`config.mk`:
```
export PLATFORM = sky130hd
export DESIGN_NAME = cdq_ctrl
export DESIGN_NICKNAME = d
export VERILOG_FILES = /design/src/sv/circular_deque_core_macros.svh /design/src/sv/cdq_pkg.sv /design/src/sv/cdq_ctrl.sv
export SDC_FILE = /design/constraint.sdc
export NUM_CORES = 1
export LEC_CHECK = 0
export ABC_CLOCK_PERIOD_IN_PS = 2350
export BUFFER_PORTS_ARGS = -buffer_cell sky130_fd_sc_hd__buf_4
export CORE_AREA = 2 2 39 41
export CTS_CLUSTER_DIAMETER = 100
export CTS_CLUSTER_SIZE = 8
export DETAILED_ROUTE_END_ITERATION = 7
export DIE_AREA = 0 0 41 43
export PLACE_DENSITY = 0.3
export SLEW_MARGIN = 20
export SYNTH_ARGS = -nofsm -noshare
export SYNTH_HDL_FRONTEND = slang
export SYNTH_SLANG_ARGS = --single-unit
export TNS_END_PERCENT = 50
```
`constraint.sdc`:
```
create_clock -name clk -period 2.35 [get_ports clk]
set_input_delay 0.47 -clock clk [delete_from_list [all_inputs] [get_ports clk]]
set_output_delay 0.47 -clock clk [all_outputs]
set_load 0.1 [all_outputs]
```
`src/sv/circular_deque_core_macros.svh`:
```
// ----------------------------------------------------------------------------
// Circular deque assertion macros
// Shared property wrappers for the deque core checks.
// ----------------------------------------------------------------------------
`ifndef CIRCULAR_DEQUE_CORE_MACROS_SVH
`define CIRCULAR_DEQUE_CORE_MACROS_SVH

// Same-cycle implication, disabled while reset is high.
`define CDQ_ASSERT_IMPLY(label, clk, rst, ante, cons, msg) \
  label: assert property (@(posedge clk) disable iff (rst) (ante) |-> (cons)) \
    else $error(msg);

// Next-cycle implication, disabled while reset is high.
`define CDQ_ASSERT_NEXT(label, clk, rst, ante, cons, msg) \
  label: assert property (@(posedge clk) disable iff (rst) (ante) |=> (cons)) \
    else $error(msg);

`endif

```
`src/sv/cdq_pkg.sv`:
```
// ----------------------------------------------------------------------------
// Circular deque package
// Request codes, word types and controller types shared by the deque core.
// ----------------------------------------------------------------------------
`default_nettype none

package cdq_pkg;

  localparam int unsigned CAP_W     = 11;
  localparam int unsigned CAP_RESET = 1024;
  localparam int unsigned DATA_W    = 32;

  localparam logic [2:0] REQ_PUSH_FRONT = 3'd0;
  localparam logic [2:0] REQ_PUSH_REAR  = 3'd1;
  localparam logic [2:0] REQ_POP_FRONT  = 3'd2;
  localparam logic [2:0] REQ_POP_REAR   = 3'd3;
  localparam logic [2:0] REQ_STATUS     = 3'd4;

  typedef struct packed {
    logic [2:0]               req_type;
    logic signed [DATA_W-1:0] item_value;
  } req_word_t;

  typedef struct packed {
    logic                     accepted;
    logic signed [DATA_W-1:0] front_value;
    logic signed [DATA_W-1:0] rear_value;
    logic                     is_empty;
    logic                     is_full;
  } rsp_word_t;

  typedef enum logic [1:0] {
    ST_IDLE,
    ST_EXEC,
    ST_READ,
    ST_RESP
  } state_t;

  typedef struct packed {
    logic load;
    logic exec;
    logic read;
  } cmd_t;

endpackage

`default_nettype wire

```
`src/sv/cdq_ctrl.sv`:
```
// ----------------------------------------------------------------------------
// Circular deque controller
// Sequences each request through update, store read and response.
// ----------------------------------------------------------------------------
`default_nettype none

module cdq_ctrl (
  input  wire logic          clk,
  input  wire logic          rst,
  input  wire logic          start,
  output logic               busy,
  output logic               done,
  output cdq_pkg::cmd_t      cmd
);

  cdq_pkg::state_t state;
  cdq_pkg::state_t state_next;

  always_ff @(posedge clk) begin
    if (rst) begin
      state <= cdq_pkg::ST_IDLE;
    end else begin
      state <= state_next;
    end
  end

  always_comb begin
    state_next = state;
    busy       = 1'b0;
    done       = 1'b0;
    cmd        = '0;
    unique case (state)
      cdq_pkg::ST_IDLE: begin
        if (start) begin
          cmd.load   = 1'b1;
          state_next = cdq_pkg::ST_EXEC;
        end
      end
      cdq_pkg::ST_EXEC: begin
        busy       = 1'b1;
        cmd.exec   = 1'b1;
        state_next = cdq_pkg::ST_READ;
      end
      cdq_pkg::ST_READ: begin
        busy       = 1'b1;
        cmd.read   = 1'b1;
        state_next = cdq_pkg::ST_RESP;
      end
      cdq_pkg::ST_RESP: begin
        // The response word is registered, so a new request may enter now.
        done = 1'b1;
        if (start) begin
          cmd.load   = 1'b1;
          state_next = cdq_pkg::ST_EXEC;
        end else begin
          state_next = cdq_pkg::ST_IDLE;
        end
      end
      default: begin
        state_next = cdq_pkg::ST_IDLE;
      end
    endcase
  end

endmodule

`default_nettype wire

```
==> metrics.md <==
| Metric | Value |
|---|---|
| Max reg flops | `2` |
| Top flop regs | `state x2` |
| Global-route wire length before repair | `483 um` |
| # IOs | `8` |
| Drt pass-1 iters | `2` |
| Via count | `148` |
| Die footprint | `0.001763 mm2` |
| Startpoint class of the critical path | `flop` |
| CTS Hold Bufs | `0` |
| Port Buf Inserts | `7` |
| Peak Freq | `520.4 MHz` |
| Outcome | `finished, final reports clean` |
| Reg with most FFs | `state` |
| CTS tree | `yes` |
| Via density | `3.524` |
| Total CTS buffers | `3` |
| Final hold vios | `0` |
| Slew HR | `81.63%` |
| Yosys reg bits | `2` |
| Fillers | `159` |
| Final Cycle Share | `81.77%` |
| Routed len/inst | `8.262 um` |
| CP Data Arrival Time | `1.45 ns` |
| Mapped Area | `157.7 um2` |
| Commonest non-fill, non-tap cell in the layout | `buf_4` |
| Die Ht | `43 um` |
| Initial core utilization | `11.39%` |
| Vias in the first global route | `154` |
| Initial antenna violation count | `0` |
| Commonest cells after routing, fill and taps aside | `buf_4 (7), ha_1 (5), clkbuf_4 (3)` |
| H-Tree Level Count | `1` |
| Worst min path class | `in -> reg` |
| Nets@finish | `36` |
| Core ar. | `0.001384 mm2` |
| Routability Congestion | `0.5108` |
| CP required | `1.88 ns` |
| Initial DRC count | `1` |
| Syn Area/Cell | `9.853 um2` |
| Pin count of the biggest net entering global routing | `6` |
| Post-place setup slack | `0.6408 ns` |
| Worst-path clk slew | `0.03 ns` |
| Top cells by area, synth | `ha_1 (40%), dfxtp_1 (25%), mux2i_1 (6.3%)` |
| Post-synth top area cell | `ha_1` |
| Row count | `14` |
| RSZ-0062 raised after global routing | `false` |
| Share of cells above drive strength 1 | `42.31%` |
| Setup Skew | `0.0005061 ns` |
| Final setup vio count | `0` |
| Post-synth top area share | `39.68%` |
| Syn_nets | `24` |
| Final Routed Wirelength | `347 um` |
| Total DRC errors in the routed layout | `0` |
| Mapped Cells | `16` |
| Worst-skew pair later-pin latency | `0.22 ns` |
| Slack of the critical path | `0.4285 ns` |
| Ys Warns | `0` |
| # resized after CTS | `0` |
| Root Driver | `clkbuf_4` |
| GRT Overall Usage | `4.920%` |
| Seq/Total Area, Yosys | `25.40%` |
| ANT cells | `0` |
| Postcts setup bufs | `0` |
| Detail Route Antenna Nets | `0` |
| Worst-path maximum fanout | `5` |
| Unique masters post-synth | `10` |
| Slew @ Worst Pin | `0.2779 ns` |
| Sink Count | `2` |
| CP endpoint kind | `primary output` |
| Max cap viols | `0` |
| Min Tclk post-route | `1.921 ns` |
| Fin. max-slew vios | `0` |
| Setup CP Type | `reg -> out` |
| Max clock buf depth | `2` |
| P&R area growth vs syn | `65.08%` |
| Die Span X | `41 um` |
| Setup tns final | `0 ns` |
| Congestion Overflow GR | `0` |
## cell usage after synthesis (all sizes together)
cell	instances
a211oi	1
a221oi	1
nor2b	1
inv	2
ha	5
nor2	1
o21ai	1
nand2b	1
mux2i	1
dfxtp	2
## layout make-up
cell class,count,area [um2],area share [%]
clock buffer,3,22.52,8.654
inverter,2,7.507,2.885
multi-input combinational,12,117.6,45.19
sequential,2,40.04,15.38
tap,16,20.02,7.692
timing repair buffer,7,52.55,20.19
## metal layers
metal | global-route usage (%) | routed length, um | up-vias
met4 | 8.000 | 0 | 0
met2 | 6.563 | 189 | 6
met1 | 3.215 | 112 | 68
met5 | 0 | 0 | -
li1 | - | - | 74
met3 | 3.141 | 45 | 0
## cells by family after synthesis
kind of cell | Yosys count | synth area share (%)
adders and majority gates | 5 | 39.68
AOI/OAI and AO/OA | 3 | 13.49
and+or+nand+nor | 3 | 10.32
buffers and inverters | 2 | 4.764
DFF | 2 | 25.40
muxes | 1 | 6.349
## critical path: stages (launching register included)
cell	delay, ns
dfxtp_1	0.38
inv_1	0.10
ha_1	0.35
nor2b_4	0.12
buf_4	0.28
## path summary, 6_finish.rpt
| check | cells after the start | to | slack, ns | start |
|---|---|---|---|---|
| setup / recovery | 4 | cmd[2] | 0.43 | state[1]$_SDFFE_PP0P_ |
| hold / removal | 2 | state[1]$_SDFFE_PP0P_ | 0.41 | rst |
| setup reg to reg | 5 | state[0]$_SDFFE_PP0P_ | 1.14 | state[1]$_SDFFE_PP0P_ |
| hold reg to reg | 2 | state[1]$_SDFFE_PP0P_ | 0.57 | state[1]$_SDFFE_PP0P_ |
## per-stage QoR
stage	cell area (um2)	instances	hold slack (ns)	utilization (%)
2_1_floorplan	165.2	16	0.5286	-
3_3_place_gp	237.7	39	0.5855	17.18
3_5_place_dp	237.7	39	0.5787	17.18
4_1_cts	260.3	42	0.4036	18.81
5_1_grt	260.3	42	0.4224	18.81
6_report	260.3	42	0.4141	18.81
Power is left out: the tool's default activity adds up to more than one toggle a clock period on the data nets, which glitch-free logic cannot reach.
